### config.mk
export PLATFORM = sky130hd
export DESIGN_NAME = nr_transport_block_size
export DESIGN_NICKNAME = d
export VERILOG_FILES = /design/src/rtl/nrtbs_pkg.sv /design/src/rtl/nrtbs_front.sv /design/src/rtl/nrtbs_quant.sv /design/src/rtl/nrtbs_div.sv /design/src/rtl/nr_transport_block_size.sv
export SDC_FILE = /design/constraint.sdc
export NUM_CORES = 2
export LEC_CHECK = 0
export ABC_AREA = 1
export BUFFER_PORTS_ARGS = -buffer_cell sky130_fd_sc_hd__buf_2
export CAP_MARGIN = 30
export CORE_MARGIN = 1.5
export CORE_UTILIZATION = 31
export CTS_BUF_LIST = sky130_fd_sc_hd__clkbuf_16
export CTS_CLUSTER_SIZE = 10
export DETAILED_ROUTE_END_ITERATION = 6
export REMOVE_ABC_BUFFERS = 1
export SYNTH_ARGS = -nofsm -noshare
export SYNTH_HDL_FRONTEND = slang
export SYNTH_SLANG_ARGS = --single-unit
export TNS_END_PERCENT = 50
### constraint.sdc
create_clock -name clk -period 26.5 [get_ports clk]
set_input_delay 5.3 -clock clk [delete_from_list [all_inputs] [get_ports clk]]
set_output_delay 5.3 -clock clk [all_outputs]
set_load 0.03 [all_outputs]
### src/rtl/nrtbs_pkg.sv
// Package for the NR transport block size pipeline.
// Holds field widths, register indexes, the MCS and small-size tables and the shared side-data type.
// No dependencies.
`default_nettype none

package nrtbs_pkg;

	localparam int TBS_TABLE_ENTRIES = 93;
	localparam int MAX_PRB = 275;
	localparam int MAX_LAYERS = 4;

	localparam int MCS_W = 5;
	localparam int PRB_W = 9;
	localparam int LAY_W = 3;
	localparam int TBS_W = 20;
	localparam int STAT_W = 2;
	localparam int SYM_W = 4;
	localparam int DMRS_W = 6;
	localparam int OVH_W = 5;
	localparam int CFG_W = 6;
	localparam int IDX_W = 2;

	// Internal datapath widths.
	localparam int X_W = 30;
	localparam int NINFO_W = 21;
	localparam int DEN_W = 14;
	localparam int QUO_W = 12;
	localparam int SMALL_W = 12;

	// Register indexes of the configuration port.
	localparam logic [IDX_W-1:0] REG_SYMBOLS = 2'd0;
	localparam logic [IDX_W-1:0] REG_DMRS = 2'd1;
	localparam logic [IDX_W-1:0] REG_OVERHEAD = 2'd2;

	// Status codes.
	localparam logic [STAT_W-1:0] STAT_OK = 2'd0;
	localparam logic [STAT_W-1:0] STAT_RSVD_MCS = 2'd1;
	localparam logic [STAT_W-1:0] STAT_NO_RE = 2'd2;

	localparam logic [X_W-1:0] SMALL_LIMIT_X = 30'd3915776;
	localparam logic [X_W-1:0] OFFSET24_X = 30'd24576;
	localparam logic [7:0] RE_CAP = 8'd156;
	localparam logic [NINFO_W-1:0] FLOOR_LARGE = 21'd3840;
	localparam logic [NINFO_W-1:0] SEG_HIGH_LIMIT = 21'd8424;
	localparam logic [DEN_W-1:0] SEG_LOW_RATE = 14'd3816;
	localparam logic [DEN_W-1:0] SEG_HIGH_RATE = 14'd8424;
	localparam logic [9:0] QUARTER_RATE = 10'd256;

	localparam logic [SMALL_W-1:0] TBS_SMALL [TBS_TABLE_ENTRIES] = '{
		12'd24, 12'd32, 12'd40, 12'd48, 12'd56, 12'd64, 12'd72, 12'd80, 12'd88, 12'd96,
		12'd104, 12'd112, 12'd120, 12'd128, 12'd136, 12'd144, 12'd152, 12'd160,
		12'd168, 12'd176, 12'd184, 12'd192,
		12'd208, 12'd224, 12'd240, 12'd256, 12'd272, 12'd288, 12'd304, 12'd320,
		12'd336, 12'd352, 12'd368, 12'd384,
		12'd408, 12'd432, 12'd456, 12'd480, 12'd504, 12'd528, 12'd552, 12'd576,
		12'd608, 12'd640, 12'd672, 12'd704, 12'd736, 12'd768,
		12'd808, 12'd848, 12'd888, 12'd928,
		12'd984, 12'd1032, 12'd1064, 12'd1128, 12'd1160, 12'd1192, 12'd1224, 12'd1256,
		12'd1288, 12'd1320, 12'd1352,
		12'd1416, 12'd1480, 12'd1544, 12'd1608, 12'd1672, 12'd1736, 12'd1800,
		12'd1864, 12'd1928,
		12'd2024, 12'd2088, 12'd2152, 12'd2216, 12'd2280,
		12'd2408, 12'd2472, 12'd2536, 12'd2600, 12'd2664, 12'd2728, 12'd2792, 12'd2856,
		12'd2976, 12'd3104, 12'd3240, 12'd3368, 12'd3496, 12'd3624, 12'd3752, 12'd3824
	};

	// Side data that travels with a transaction through the dividers.
	typedef struct packed {
		logic [STAT_W-1:0] status;
		logic is_small;
		logic bypass;
		logic [SMALL_W-1:0] tbs_small;
		logic [NINFO_W-1:0] ninfo;
		logic [QUO_W-1:0] c;
	} side_t;

	// Code rate times 1024 for MCS table 1; reserved indexes give zero.
	function automatic logic [9:0] mcs_rate(input logic [MCS_W-1:0] m);
		case (m)
			5'd0: return 10'd120;
			5'd1: return 10'd157;
			5'd2: return 10'd193;
			5'd3: return 10'd251;
			5'd4: return 10'd308;
			5'd5: return 10'd379;
			5'd6: return 10'd449;
			5'd7: return 10'd526;
			5'd8: return 10'd602;
			5'd9: return 10'd679;
			5'd10: return 10'd340;
			5'd11: return 10'd378;
			5'd12: return 10'd434;
			5'd13: return 10'd490;
			5'd14: return 10'd553;
			5'd15: return 10'd616;
			5'd16: return 10'd658;
			5'd17: return 10'd438;
			5'd18: return 10'd466;
			5'd19: return 10'd517;
			5'd20: return 10'd567;
			5'd21: return 10'd616;
			5'd22: return 10'd666;
			5'd23: return 10'd719;
			5'd24: return 10'd772;
			5'd25: return 10'd822;
			5'd26: return 10'd873;
			5'd27: return 10'd910;
			5'd28: return 10'd948;
			default: return 10'd0;
		endcase
	endfunction

	// Modulation order for MCS table 1.
	function automatic logic [2:0] mcs_qm(input logic [MCS_W-1:0] m);
		case (m) inside
			[5'd0:5'd9]: return 3'd2;
			[5'd10:5'd16]: return 3'd4;
			[5'd17:5'd28]: return 3'd6;
			default: return 3'd0;
		endcase
	endfunction

	// Position of the highest set bit; zero for a zero input.
	function automatic logic [4:0] floor_log2(input logic [X_W-1:0] v);
		logic [4:0] r;
		r = 5'd0;
		for (int i = 0; i < X_W; i++) begin
			if (v[i]) r = 5'(i);
		end
		return r;
	endfunction

endpackage

`default_nettype wire

### src/rtl/nrtbs_front.sv
// Front end: resource elements per PRB, table lookups and the N_info product.
// Three register stages. Depends on nrtbs_pkg.
`default_nettype none

module nrtbs_front (
	input  wire logic clk,
	input  wire logic arst_n,
	input  wire logic adv,
	input  wire logic in_valid,
	input  wire logic [nrtbs_pkg::MCS_W-1:0] mcs_index,
	input  wire logic [nrtbs_pkg::PRB_W-1:0] prb_count,
	input  wire logic [nrtbs_pkg::LAY_W-1:0] layer_count,
	input  wire logic [nrtbs_pkg::SYM_W-1:0] sym_cfg,
	input  wire logic [nrtbs_pkg::DMRS_W-1:0] dmrs_cfg,
	input  wire logic [nrtbs_pkg::OVH_W-1:0] ovh_cfg,
	output logic out_valid,
	output logic [nrtbs_pkg::X_W-1:0] x,
	output logic [nrtbs_pkg::STAT_W-1:0] status,
	output logic rate_low
);
	import nrtbs_pkg::*;

	logic [7:0] sym12;
	logic signed [9:0] re_prime;
	logic [7:0] re8;
	logic [PRB_W-1:0] prb_sat;
	logic [LAY_W-1:0] lay_sat;
	logic [STAT_W-1:0] stat_c;
	logic [9:0] rate_c;

	logic valid_s1, valid_s2, valid_s3;
	logic [16:0] prod_s1;
	logic [9:0] rate_s1;
	logic [2:0] qm_s1;
	logic [LAY_W-1:0] lay_s1;
	logic [STAT_W-1:0] stat_s1, stat_s2, stat_s3;
	logic low_s1, low_s2, low_s3;
	logic [26:0] prod_s2;
	logic [5:0] ql_s2;
	logic [X_W-1:0] x_s3;
	logic [32:0] prod3;

	// Resource elements per PRB, saturations and status.
	always_comb begin
		sym12 = {1'b0, sym_cfg, 3'b000} + {2'b00, sym_cfg, 2'b00};
		re_prime = $signed({2'b00, sym12}) - $signed({4'b0000, dmrs_cfg})
			- $signed({5'b00000, ovh_cfg});
		re8 = (re_prime > $signed({2'b00, RE_CAP})) ? RE_CAP : re_prime[7:0];
		prb_sat = (prb_count > PRB_W'(MAX_PRB)) ? PRB_W'(MAX_PRB) : prb_count;
		lay_sat = (layer_count > LAY_W'(MAX_LAYERS)) ? LAY_W'(MAX_LAYERS) : layer_count;
		rate_c = mcs_rate(mcs_index);
		if (mcs_index > 5'd28) stat_c = STAT_RSVD_MCS;
		else if (re_prime <= 0 || prb_sat == '0 || lay_sat == '0) stat_c = STAT_NO_RE;
		else stat_c = STAT_OK;
	end

	// Valid bits travel with the data.
	always_ff @(posedge clk or negedge arst_n) begin
		if (!arst_n) begin
			valid_s1 <= 1'b0;
			valid_s2 <= 1'b0;
			valid_s3 <= 1'b0;
		end else if (adv) begin
			valid_s1 <= in_valid;
			valid_s2 <= valid_s1;
			valid_s3 <= valid_s2;
		end
	end

	assign prod3 = {6'd0, prod_s2} * {27'd0, ql_s2};

	// Product chain, one multiplier per stage but two in the second stage.
	always_ff @(posedge clk) begin
		if (adv) begin
			prod_s1 <= {9'd0, re8} * {8'd0, prb_sat};
			rate_s1 <= rate_c;
			qm_s1 <= mcs_qm(mcs_index);
			lay_s1 <= lay_sat;
			stat_s1 <= stat_c;
			low_s1 <= (rate_c <= QUARTER_RATE);

			prod_s2 <= {10'd0, prod_s1} * {17'd0, rate_s1};
			ql_s2 <= {3'd0, qm_s1} * {3'd0, lay_s1};
			stat_s2 <= stat_s1;
			low_s2 <= low_s1;

			x_s3 <= prod3[X_W-1:0];
			stat_s3 <= stat_s2;
			low_s3 <= low_s2;
		end
	end

	assign out_valid = valid_s3;
	assign x = x_s3;
	assign status = stat_s3;
	assign rate_low = low_s3;

endmodule

`default_nettype wire

### src/rtl/nrtbs_quant.sv
// Quantization of N_info: small-size table search and the large-size rounding,
// then the operands of the first segmentation division. Depends on nrtbs_pkg.
`default_nettype none

module nrtbs_quant (
	input  wire logic clk,
	input  wire logic arst_n,
	input  wire logic adv,
	input  wire logic in_valid,
	input  wire logic [nrtbs_pkg::X_W-1:0] x,
	input  wire logic [nrtbs_pkg::STAT_W-1:0] status,
	input  wire logic rate_low,
	output logic out_valid,
	output logic [nrtbs_pkg::NINFO_W-1:0] num,
	output logic [nrtbs_pkg::DEN_W-1:0] den,
	output nrtbs_pkg::side_t side
);
	import nrtbs_pkg::*;

	logic valid_s1, valid_s2, valid_s3;
	logic [X_W-1:0] x_s1, y_s1;
	logic [4:0] lgs_s1, lgl_s1;
	logic small_s1, small_s2;
	logic low_s1, low_s2;
	logic [STAT_W-1:0] stat_s1, stat_s2;
	logic [NINFO_W-1:0] ninfo_s2;
	logic [NINFO_W-1:0] num_s3;
	logic [DEN_W-1:0] den_s3;
	side_t side_s3;

	logic [4:0] n_small, sh, n_large;
	logic [19:0] ninfo_sm;
	logic [30:0] rnd;
	logic [NINFO_W-1:0] ninfo_lg;
	logic [SMALL_W-1:0] tbs_sel;
	logic [DEN_W-1:0] den_c;
	logic byp_c;

	always_ff @(posedge clk or negedge arst_n) begin
		if (!arst_n) begin
			valid_s1 <= 1'b0;
			valid_s2 <= 1'b0;
			valid_s3 <= 1'b0;
		end else if (adv) begin
			valid_s1 <= in_valid;
			valid_s2 <= valid_s1;
			valid_s3 <= valid_s2;
		end
	end

	// Stage two: N'info for both ranges.
	always_comb begin
		n_small = (lgs_s1 < 5'd19) ? 5'd3 : lgs_s1 - 5'd16;
		ninfo_sm = x_s1[29:10] & ~((20'd1 << n_small) - 20'd1);
		if (ninfo_sm < 20'd24) ninfo_sm = 20'd24;
		sh = lgl_s1 - 5'd5;
		n_large = sh - 5'd10;
		rnd = {1'b0, y_s1} + (31'd1 << (sh - 5'd1));
		ninfo_lg = rnd[30:10] & ~((21'd1 << n_large) - 21'd1);
		if (ninfo_lg < FLOOR_LARGE) ninfo_lg = FLOOR_LARGE;
	end

	// Stage three: smallest table entry not below N'info, and the segment size.
	always_comb begin
		tbs_sel = TBS_SMALL[TBS_TABLE_ENTRIES-1];
		for (int i = TBS_TABLE_ENTRIES - 1; i >= 0; i--) begin
			if ({9'd0, TBS_SMALL[i]} >= ninfo_s2) tbs_sel = TBS_SMALL[i];
		end
		if (low_s2) begin
			den_c = SEG_LOW_RATE;
			byp_c = 1'b0;
		end else if (ninfo_s2 > SEG_HIGH_LIMIT) begin
			den_c = SEG_HIGH_RATE;
			byp_c = 1'b0;
		end else begin
			den_c = SEG_LOW_RATE;
			byp_c = 1'b1;
		end
	end

	always_ff @(posedge clk) begin
		if (adv) begin
			x_s1 <= x;
			y_s1 <= x - OFFSET24_X;
			lgs_s1 <= floor_log2(x);
			lgl_s1 <= floor_log2(x - OFFSET24_X);
			small_s1 <= (x <= SMALL_LIMIT_X);
			low_s1 <= rate_low;
			stat_s1 <= status;

			ninfo_s2 <= small_s1 ? {1'b0, ninfo_sm} : ninfo_lg;
			small_s2 <= small_s1;
			low_s2 <= low_s1;
			stat_s2 <= stat_s1;

			num_s3 <= ninfo_s2 + 21'd23 + {7'd0, den_c};
			den_s3 <= den_c;
			side_s3.status <= stat_s2;
			side_s3.is_small <= small_s2;
			side_s3.bypass <= byp_c;
			side_s3.tbs_small <= tbs_sel;
			side_s3.ninfo <= ninfo_s2;
			side_s3.c <= '0;
		end
	end

	assign out_valid = valid_s3;
	assign num = num_s3;
	assign den = den_s3;
	assign side = side_s3;

endmodule

`default_nettype wire

### src/rtl/nrtbs_div.sv
// Pipelined restoring divider: 12 quotient bits, four per stage over three stages.
// Carries the transaction's side data alongside. Depends on nrtbs_pkg.
`default_nettype none

module nrtbs_div (
	input  wire logic clk,
	input  wire logic arst_n,
	input  wire logic adv,
	input  wire logic in_valid,
	input  wire logic [nrtbs_pkg::NINFO_W-1:0] num,
	input  wire logic [nrtbs_pkg::DEN_W-1:0] den,
	input  wire nrtbs_pkg::side_t side_in,
	output logic out_valid,
	output logic [nrtbs_pkg::QUO_W-1:0] quo,
	output nrtbs_pkg::side_t side_out
);
	import nrtbs_pkg::*;

	typedef struct packed {
		logic [NINFO_W-1:0] rem;
		logic [QUO_W-1:0] quo;
	} div_t;

	// Four compare-and-subtract steps, starting at quotient bit top.
	function automatic div_t div_step4(input div_t d, input logic [DEN_W-1:0] dv,
		input int top);
		div_t r;
		logic [25:0] rem;
		logic [25:0] trial;
		r = d;
		rem = {5'd0, d.rem};
		for (int k = 0; k < 4; k++) begin
			trial = {12'd0, dv} << (top - k);
			if (rem >= trial) begin
				rem = rem - trial;
				r.quo[top - k] = 1'b1;
			end
		end
		r.rem = rem[NINFO_W-1:0];
		return r;
	endfunction

	logic valid_s1, valid_s2, valid_s3;
	div_t d_s1, d_s2, d_s3;
	logic [DEN_W-1:0] den_s1, den_s2;
	side_t side_s1, side_s2, side_s3;
	div_t d_init;

	assign d_init = '{rem: num, quo: '0};

	always_ff @(posedge clk or negedge arst_n) begin
		if (!arst_n) begin
			valid_s1 <= 1'b0;
			valid_s2 <= 1'b0;
			valid_s3 <= 1'b0;
		end else if (adv) begin
			valid_s1 <= in_valid;
			valid_s2 <= valid_s1;
			valid_s3 <= valid_s2;
		end
	end

	always_ff @(posedge clk) begin
		if (adv) begin
			d_s1 <= div_step4(d_init, den, 11);
			den_s1 <= den;
			side_s1 <= side_in;
			d_s2 <= div_step4(d_s1, den_s1, 7);
			den_s2 <= den_s1;
			side_s2 <= side_s1;
			d_s3 <= div_step4(d_s2, den_s2, 3);
			side_s3 <= side_s2;
		end
	end

	assign out_valid = valid_s3;
	assign quo = d_s3.quo;
	assign side_out = side_s3;

endmodule

`default_nettype wire

### src/rtl/nr_transport_block_size.sv
// Top level of the NR transport block size pipeline: configuration registers,
// the two segmentation divisions and the output register. Depends on nrtbs_pkg.
//
// Usage: an input transaction (mcs_index, prb_count, layer_count) is accepted at
// a clock edge where in_valid is high and in_stall is low. One result
// (block_size_bits, status) leaves per input, in order, accepted where out_valid
// is high and out_stall is low. The configuration registers (symbols, DMRS and
// overhead REs per PRB) are written through cfg_write, cfg_index and cfg_data
// while the pipeline holds no transaction.
// From acceptance to out_valid a transaction passes three multiplier stages,
// three quantization stages, two three-stage dividers with one stage between
// them, and the output register. Throughput is one transaction per cycle while
// not stalled. When the receiver stalls with a result waiting, the whole pipeline
// holds and in_stall rises in the same cycle; nothing is lost or repeated.
// Reset clears all valid bits and loads symbols 14, DMRS 0, overhead 0.
`default_nettype none

module nr_transport_block_size (
	input  wire logic clk,
	input  wire logic arst_n,
	input  wire logic cfg_write,
	input  wire logic [nrtbs_pkg::IDX_W-1:0] cfg_index,
	input  wire logic [nrtbs_pkg::CFG_W-1:0] cfg_data,
	input  wire logic in_valid,
	output logic in_stall,
	input  wire logic [nrtbs_pkg::MCS_W-1:0] mcs_index,
	input  wire logic [nrtbs_pkg::PRB_W-1:0] prb_count,
	input  wire logic [nrtbs_pkg::LAY_W-1:0] layer_count,
	output logic out_valid,
	input  wire logic out_stall,
	output logic [nrtbs_pkg::TBS_W-1:0] block_size_bits,
	output logic [nrtbs_pkg::STAT_W-1:0] status
);
	import nrtbs_pkg::*;

	logic [SYM_W-1:0] sym_q;
	logic [DMRS_W-1:0] dmrs_q;
	logic [OVH_W-1:0] ovh_q;
	logic adv;

	logic fr_valid, fr_low;
	logic [X_W-1:0] fr_x;
	logic [STAT_W-1:0] fr_stat;
	logic qn_valid;
	logic [NINFO_W-1:0] qn_num;
	logic [DEN_W-1:0] qn_den;
	side_t qn_side;
	logic d1_valid;
	logic [QUO_W-1:0] d1_quo;
	side_t d1_side;
	logic valid_s1;
	logic [NINFO_W-1:0] num_s1;
	logic [DEN_W-1:0] den_s1;
	side_t side_s1;
	logic d2_valid;
	logic [QUO_W-1:0] d2_quo;
	side_t d2_side;
	logic valid_s2;
	logic [TBS_W-1:0] tbs_s2;
	logic [STAT_W-1:0] stat_s2;

	logic [QUO_W-1:0] c_c;
	logic [14:0] den8;
	side_t side_c;
	logic [26:0] seg_prod;
	logic [26:0] seg_tbs;
	logic [TBS_W-1:0] tbs_c;

	// The pipeline moves whenever the output register is free or being taken.
	assign adv = !valid_s2 || !out_stall;
	assign in_stall = !adv;

	// Configuration register writes.
	always_ff @(posedge clk or negedge arst_n) begin
		if (!arst_n) begin
			sym_q <= 4'd14;
			dmrs_q <= '0;
			ovh_q <= '0;
		end else if (cfg_write) begin
			unique case (cfg_index)
				REG_SYMBOLS: sym_q <= cfg_data[SYM_W-1:0];
				REG_DMRS: dmrs_q <= cfg_data;
				REG_OVERHEAD: ovh_q <= cfg_data[OVH_W-1:0];
				default: ;
			endcase
		end
	end

	nrtbs_front u_front (
		.clk(clk), .arst_n(arst_n), .adv(adv), .in_valid(in_valid),
		.mcs_index(mcs_index), .prb_count(prb_count), .layer_count(layer_count),
		.sym_cfg(sym_q), .dmrs_cfg(dmrs_q), .ovh_cfg(ovh_q),
		.out_valid(fr_valid), .x(fr_x), .status(fr_stat), .rate_low(fr_low)
	);

	nrtbs_quant u_quant (
		.clk(clk), .arst_n(arst_n), .adv(adv), .in_valid(fr_valid),
		.x(fr_x), .status(fr_stat), .rate_low(fr_low),
		.out_valid(qn_valid), .num(qn_num), .den(qn_den), .side(qn_side)
	);

	// First division gives the code block count.
	nrtbs_div u_div_c (
		.clk(clk), .arst_n(arst_n), .adv(adv), .in_valid(qn_valid),
		.num(qn_num), .den(qn_den), .side_in(qn_side),
		.out_valid(d1_valid), .quo(d1_quo), .side_out(d1_side)
	);

	// Code block count and the operands of the second division.
	always_comb begin
		c_c = d1_side.bypass ? 12'd1 : d1_quo;
		den8 = {c_c, 3'b000};
		side_c = d1_side;
		side_c.c = c_c;
	end

	always_ff @(posedge clk or negedge arst_n) begin
		if (!arst_n) begin
			valid_s1 <= 1'b0;
			valid_s2 <= 1'b0;
		end else if (adv) begin
			valid_s1 <= d1_valid;
			valid_s2 <= d2_valid;
		end
	end

	always_ff @(posedge clk) begin
		if (adv) begin
			num_s1 <= d1_side.ninfo + 21'd23 + {6'd0, den8};
			den_s1 <= den8[DEN_W-1:0];
			side_s1 <= side_c;
		end
	end

	// Second division gives the bytes per code block.
	nrtbs_div u_div_k (
		.clk(clk), .arst_n(arst_n), .adv(adv), .in_valid(valid_s1),
		.num(num_s1), .den(den_s1), .side_in(side_s1),
		.out_valid(d2_valid), .quo(d2_quo), .side_out(d2_side)
	);

	// Final size selection.
	always_comb begin
		seg_prod = {12'd0, d2_side.c, 3'b000} * {15'd0, d2_quo};
		seg_tbs = seg_prod - 27'd24;
		if (d2_side.status != STAT_OK) tbs_c = '0;
		else if (d2_side.is_small) tbs_c = {8'd0, d2_side.tbs_small};
		else tbs_c = seg_tbs[TBS_W-1:0];
	end

	always_ff @(posedge clk) begin
		if (adv) begin
			tbs_s2 <= tbs_c;
			stat_s2 <= d2_side.status;
		end
	end

	assign out_valid = valid_s2;
	assign block_size_bits = tbs_s2;
	assign status = stat_s2;

endmodule

`default_nettype wire

## Yosys cells after proc, flatten, opt, wreduce, memory -nomap -nowiden

Memory sizes are Yosys's and may differ from the RTL's.
Index checks and enable logic that the tools add are counted.

| operators by class | value |
|---|---|
| magnitude comparators | 133 |
| bitwise gates (word level) | 4 |
| add/sub/neg operators | 38 |
| equality and inequality tests | 2 |
| shift operators | 3 |
| mux-type cells | 210 |
| $mul | 5 |
| divide/modulo/power cells | 0 |
| reductions and logical operators | 32 |

Operator list:

| cell | count |
|---|---|
| 2-to-1 mux 26 bit | 36 |
| >= comparator 11 x 21 -> 1 bit (first input constant) | 20 |
| >= comparator 12 x 21 -> 1 bit (first input constant) | 19 |
| 2-to-1 mux 11 bit | 33 |
| >= comparator 10 x 21 -> 1 bit (first input constant) | 14 |
| >= comparator 9 x 21 -> 1 bit (first input constant) | 14 |
| >= comparator 8 x 21 -> 1 bit (first input constant) | 12 |
| 2-to-1 mux 10 bit | 18 |
| >= comparator 7 x 21 -> 1 bit (first input constant) | 8 |
| 2-to-1 mux 9 bit | 15 |
| 2-to-1 mux 4 bit | 32 |
| 2-to-1 mux 8 bit | 14 |
| OR reduction 91 bit | 1 |
| >= comparator 6 x 21 -> 1 bit (first input constant) | 4 |
| 2-to-1 mux 21 bit | 4 |
| OR reduction 73 bit | 1 |
| 2-to-1 mux 7 bit | 9 |
| 2-to-1 mux 20 bit | 3 |
| 2-to-1 mux 3 bit | 19 |
| OR reduction 53 bit | 1 |
| >= comparator 26 x 14 -> 1 bit | 2 |
| >= comparator 26 x 15 -> 1 bit | 2 |
| >= comparator 26 x 16 -> 1 bit | 2 |
| >= comparator 26 x 18 -> 1 bit | 2 |
| other kinds (86) | 142 |

| word-level totals | value |
|---|---|
| RAM bits | 0 |
| bits in latches | 0 |
| word-level logic and storage cells | 557 |
| memories kept | 1 |
| bits in read-only memories | 320 |
| output and inout port bits | 24 |
| register bits | 760 |

Memories:

| memory | words | width | read ports | clocked after memory_dff | write ports | RTL line | text |
|---|---|---|---|---|---|---|---|
| (no name shown) | 32 | 10 | 1 | 0 | 0 | nrtbs_pkg.sv:79 | `case (m)` |

## Longest topological paths before layout

| depth | value |
|---|---|
| depth after elaboration | 92 |
| gate-level depth with buffers | 67 |
| depth with buffers taken out | 62 |

## Hierarchy

From an unflattened synthesis, not the netlist that was laid out.

| second synthesis, totals | value |
|---|---|
| cell total of the unflattened synthesis | 8768 |
| area, all modules | 72654.7 sq um |

Modules (own cells, without submodules):

| module | cells each | area an instance (sq um) | instances |
|---|---|---|---|
| nrtbs_div (u_div_c) | 2067 | 17695.7 | 1 |
| nrtbs_div (u_div_k) | 2038 | 17595.6 | 1 |
| nrtbs_front | 2008 | 16643.5 | 1 |
| nrtbs_quant | 1636 | 11758.8 | 1 |
| nr_transport_block_size | 1019 | 8961.1 | 1 |

## Worst setup path before layout

Ideal clock, no wire load.

| path | value |
|---|---|
| path type | in2reg |
| start | input port out_stall |
| end | register u_div_c.valid_s3 (netlist: u_div_c.out_valid) |
| path slack | 2882 ps |
| data required time | 25620 ps |
| arrival | 22738 ps |
| stages on the path | 3 |
| cells stage by stage | nand2_1 > clkbuf_1 > o21ai_0 |

| on the way | value |
|---|---|
| word-level cells in the longest chain between the ends | 2 |

RTL lines:

| what | RTL line | text |
|---|---|---|
| start, declared | nr_transport_block_size.sv:30 | `input wire logic out_stall,` |
| logical NOT 1 bit | nr_transport_block_size.sv:70 | `assign adv = !valid_s2 \|\| !out_stall;` |
| logical OR 1 bit | nr_transport_block_size.sv:70 |  |
| end signal, assigned | nrtbs_div.sv:59 | `valid_s3 <= valid_s2;` |
| end, declared | nrtbs_div.sv:43 | `logic valid_s1, valid_s2, valid_s3;` |

No other way between the ends.
A chain may end at the register's enable or synchronous reset.

## Worst setup path after layout

| path | value |
|---|---|
| start | input port out_stall |
| end | output port in_stall |

| on the way | value |
|---|---|
| word-level cells in the longest chain between the ends | 3 |

RTL lines:

| what | RTL line | text |
|---|---|---|
| logical NOT 1 bit | nr_transport_block_size.sv:70 |  |
| logical OR 1 bit | nr_transport_block_size.sv:70 |  |
| logical NOT 1 bit | nr_transport_block_size.sv:71 | `assign in_stall = !adv;` |
| end, declared | nr_transport_block_size.sv:25 | `output logic in_stall,` |

No other way between the ends.

==> impl_metrics.env <==
export IMPL_clock_latency_ns=0.70
export IMPL_fin_skew_ns=0.0512
export IMPL_synth_main_ff_cell="edfxtp_1"
export IMPL_max_slew_margin_pct=31.8
export IMPL_die_h_um=435
export IMPL_hp_class="reg2reg"
export IMPL_post_cts_setup_buffers=0
export IMPL_synth_top_area_share_pct=32.1
export IMPL_die_area_mm2=0.189
export IMPL_clk_pin_slew_ns=0.05
export IMPL_start_util_pct=31.2
export IMPL_drtAntennaViolNets=0
export IMPL_synth_edf_count=618
export IMPL_endpoint_kind="primary output"
export IMPL_hold_end="u_div_k.side_s2[48]"
export IMPL_clk_path_buf_depth=3
export IMPL_cts_hold_buf=0
export IMPL_worstHoldPathCells=0
export IMPL_setup_viol=0
export IMPL_r2r_end="u_div_k.d_s2[23]"
export IMPL_io_buffers=50
export IMPL_synth_distinct_cells=86
export IMPL_drt_total_wl_um=145000
export IMPL_first_pass_iters=6
export IMPL_critical_path_peak_fanout=57
export IMPL_finalHoldViolations=0
export IMPL_antenna_found_initial=1
export IMPL_core_area_mm2=0.185
export IMPL_pre_cts_ws_ns=14.57
export IMPL_drc=0
export IMPL_avgSynthCellArea_um2=8.29
export IMPL_areaGrowthSynthToFinish_pct=9.53
export IMPL_worst_pin_slew_ns=1.02
export IMPL_required_ns=21.20
export IMPL_r2r_worst_path_cells=57
export IMPL_timing_final_crit_share_pct=44.9
export IMPL_h_tree_depth=3
export IMPL_syn_inst=6975
export IMPL_startpoint_type="primary input"
export IMPL_cts_made_buffers=81
export IMPL_worstReg2RegStart="u_div_k.side_s1[0]"
export IMPL_wl_per_cell_um=15.3
export IMPL_layout_cells_most_common="nand2_1"
export IMPL_vias=45700
export IMPL_layout_common_cells="1581 x nand2_1, 1240 x inv_1, 618 x edfxtp_1"
export IMPL_cp_arrival_ns=6.59
export IMPL_clock_sinks=647
export IMPL_layout_drive_gt1_share_pct=4.83
export IMPL_synth_seq_cells=647
export IMPL_fp_dieW_um=435
export IMPL_grt_pass1_wl_um=236000
export IMPL_ys_seq_area_share_pct=33.4
export IMPL_grt_usage_pct=15.2
export IMPL_gp_congestion=0.913
export IMPL_syn_cell_area_mm2=0.0578
export IMPL_outcome="completed"
export IMPL_fin_nets=7845
export IMPL_critical_path_class="in2out"
export IMPL_vias_per_cell=4.80
export IMPL_tritoncts="yes"
export IMPL_whs_ns=0.373
export IMPL_slew_viol_final=0
export IMPL_initialDrtViolationCount=2874
export IMPL_synthTopCellsByArea="edfxtp_1 32%, fa_1 11%, ha_1 10%"
export IMPL_fin_crit_ns=11.89
export IMPL_rsz0062_at_grt="no"
export IMPL_ys_warn_count=0
export IMPL_cts_root_buf="clkbuf_16"
export IMPL_rows=158
export IMPL_fmax_ghz=0.0841
export IMPL_overflow=0
export IMPL_io_pins=54
export IMPL_grt_pass1_vias=45200
export IMPL_ctsResizeCount=0
export IMPL_drv_cap=0
export IMPL_synth_top_area_cell="edfxtp_1"
export IMPL_grt_start_max_net_pins=84
export IMPL_synthArstFlopShare_pct=4.48
export IMPL_worstHoldStart="u_div_k.side_s1[48]"
export IMPL_fin_ws_ns=14.61
export IMPL_place_hpwl_um=116000
export IMPL_reg2reg_slack_ns=15.23
[worst max path at each step]
stage	depth (start not counted)	to	start	slack, ns
global route	56	u_div_k.d_s2[23]	u_div_k.side_s1[1]	13.84
CTS	4	in_stall	out_stall	14.55
global placement	4	in_stall	out_stall	14.60
detailed placement	4	in_stall	out_stall	14.57
finish	4	in_stall	out_stall	14.61
floorplan	2	in_stall	out_stall	-1.81
[metal layers]
metal / wire length [µm] / track usage [%] / vias to the layer above
met4: 4290 / 4.92 / 2
met1: 62800 / 18.8 / 21900
met3: 5530 / 1.71 / 243
li1: - / - / 22700
met2: 72800 / 27.2 / 910
met5: 13 / 0 / -
[cells in the mapped netlist, types with 14 or more instances]
master    count
or2_2        30
o21ai_2      17
nand3_1     256
nor2_1      597
nand2_2      24
nand2_1    1582
a21o_1       21
o31ai_1      21
ha_1        476
inv_1      1231
xor2_1      255
o21ai_0     352
nand4_1      64
dfrtp_1      26
inv_2        22
a21boi_0     14
o21bai_1     52
xnor2_1      98
edfxtp_1    618
clkbuf_1    113
a21oi_1     389
fa_1        332
nor3_1       87
a31oi_1      37
nor4_1       24
[flip-flops by register name, indices dropped and copies added, names as in the netlist, 24 cells and up]
| signal | cells |
|---|---|
| u_front.prod_s2 | 27 |
| u_div_k.d_s2 | 29 |
| u_front.x | 29 |
| side_s1 | 24 |
| u_quant.y_s1 | 29 |
| u_div_k.side_out | 24 |
| u_div_c.d_s1 | 25 |
| u_div_c.side_s1 | 34 |
| u_div_c.side_out | 34 |
| u_div_c.d_s2 | 29 |
| u_div_c.side_s2 | 34 |
| u_div_k.d_s1 | 25 |
| u_quant.side | 34 |
| u_div_k.side_s1 | 24 |
| u_div_k.side_s2 | 24 |
[metrics by stage]
| step | TNS, ns | area (µm²) | instances | utilization (%) |
|---|---|---|---|---|
| 6_report | 0 | 63300 | 9521 | 34.1 |
| 5_1_grt | 0 | 63300 | 9520 | 34.1 |
| 4_1_cts | 0 | 63300 | 9518 | 34.1 |
| 3_5_place_dp | 0 | 60800 | 9402 | 32.8 |
| 3_3_place_gp | 0 | 60800 | 9400 | 32.8 |
| 2_1_floorplan | -1.81 | 57200 | 6845 | - |
[critical path, cell delays in order]
cell and delay (ns):
buf_2 0.11, nand2_4 0.51, inv_1 0.36, buf_2 0.28
[kinds of logic (layout without fill, tap and decap cells)]
| group | after synthesis | in the layout | share of synthesized area [%] |
|---|---|---|---|
| flops | 647 | 647 | 33.4 |
| simple gates | 2736 | 2736 | 19.7 |
| buf+inv | 1395 | 1457 | 9.23 |
| xor+xnor | 359 | 359 | 5.54 |
| compound gates | 1027 | 1027 | 10.3 |
| other cells | 2 | 6 | 0.0130 |
| mux | 1 | 1 | 0.0195 |
| fa+ha+maj | 808 | 808 | 21.8 |
[cell type report]
type	instances	area, µm²
repair buffers	79	548
multi-input cells	4936	33200
well taps	2480	3100
flip-flops and latches	647	19300
fillers	19300	122000
clock inverters	35	405
diodes	1	2.50
inverters	1262	4740
clock buffers	81	2030
Power is left out: the tool's default activity adds up to more than one toggle a clock period on the data nets, which glitch-free logic cannot reach.
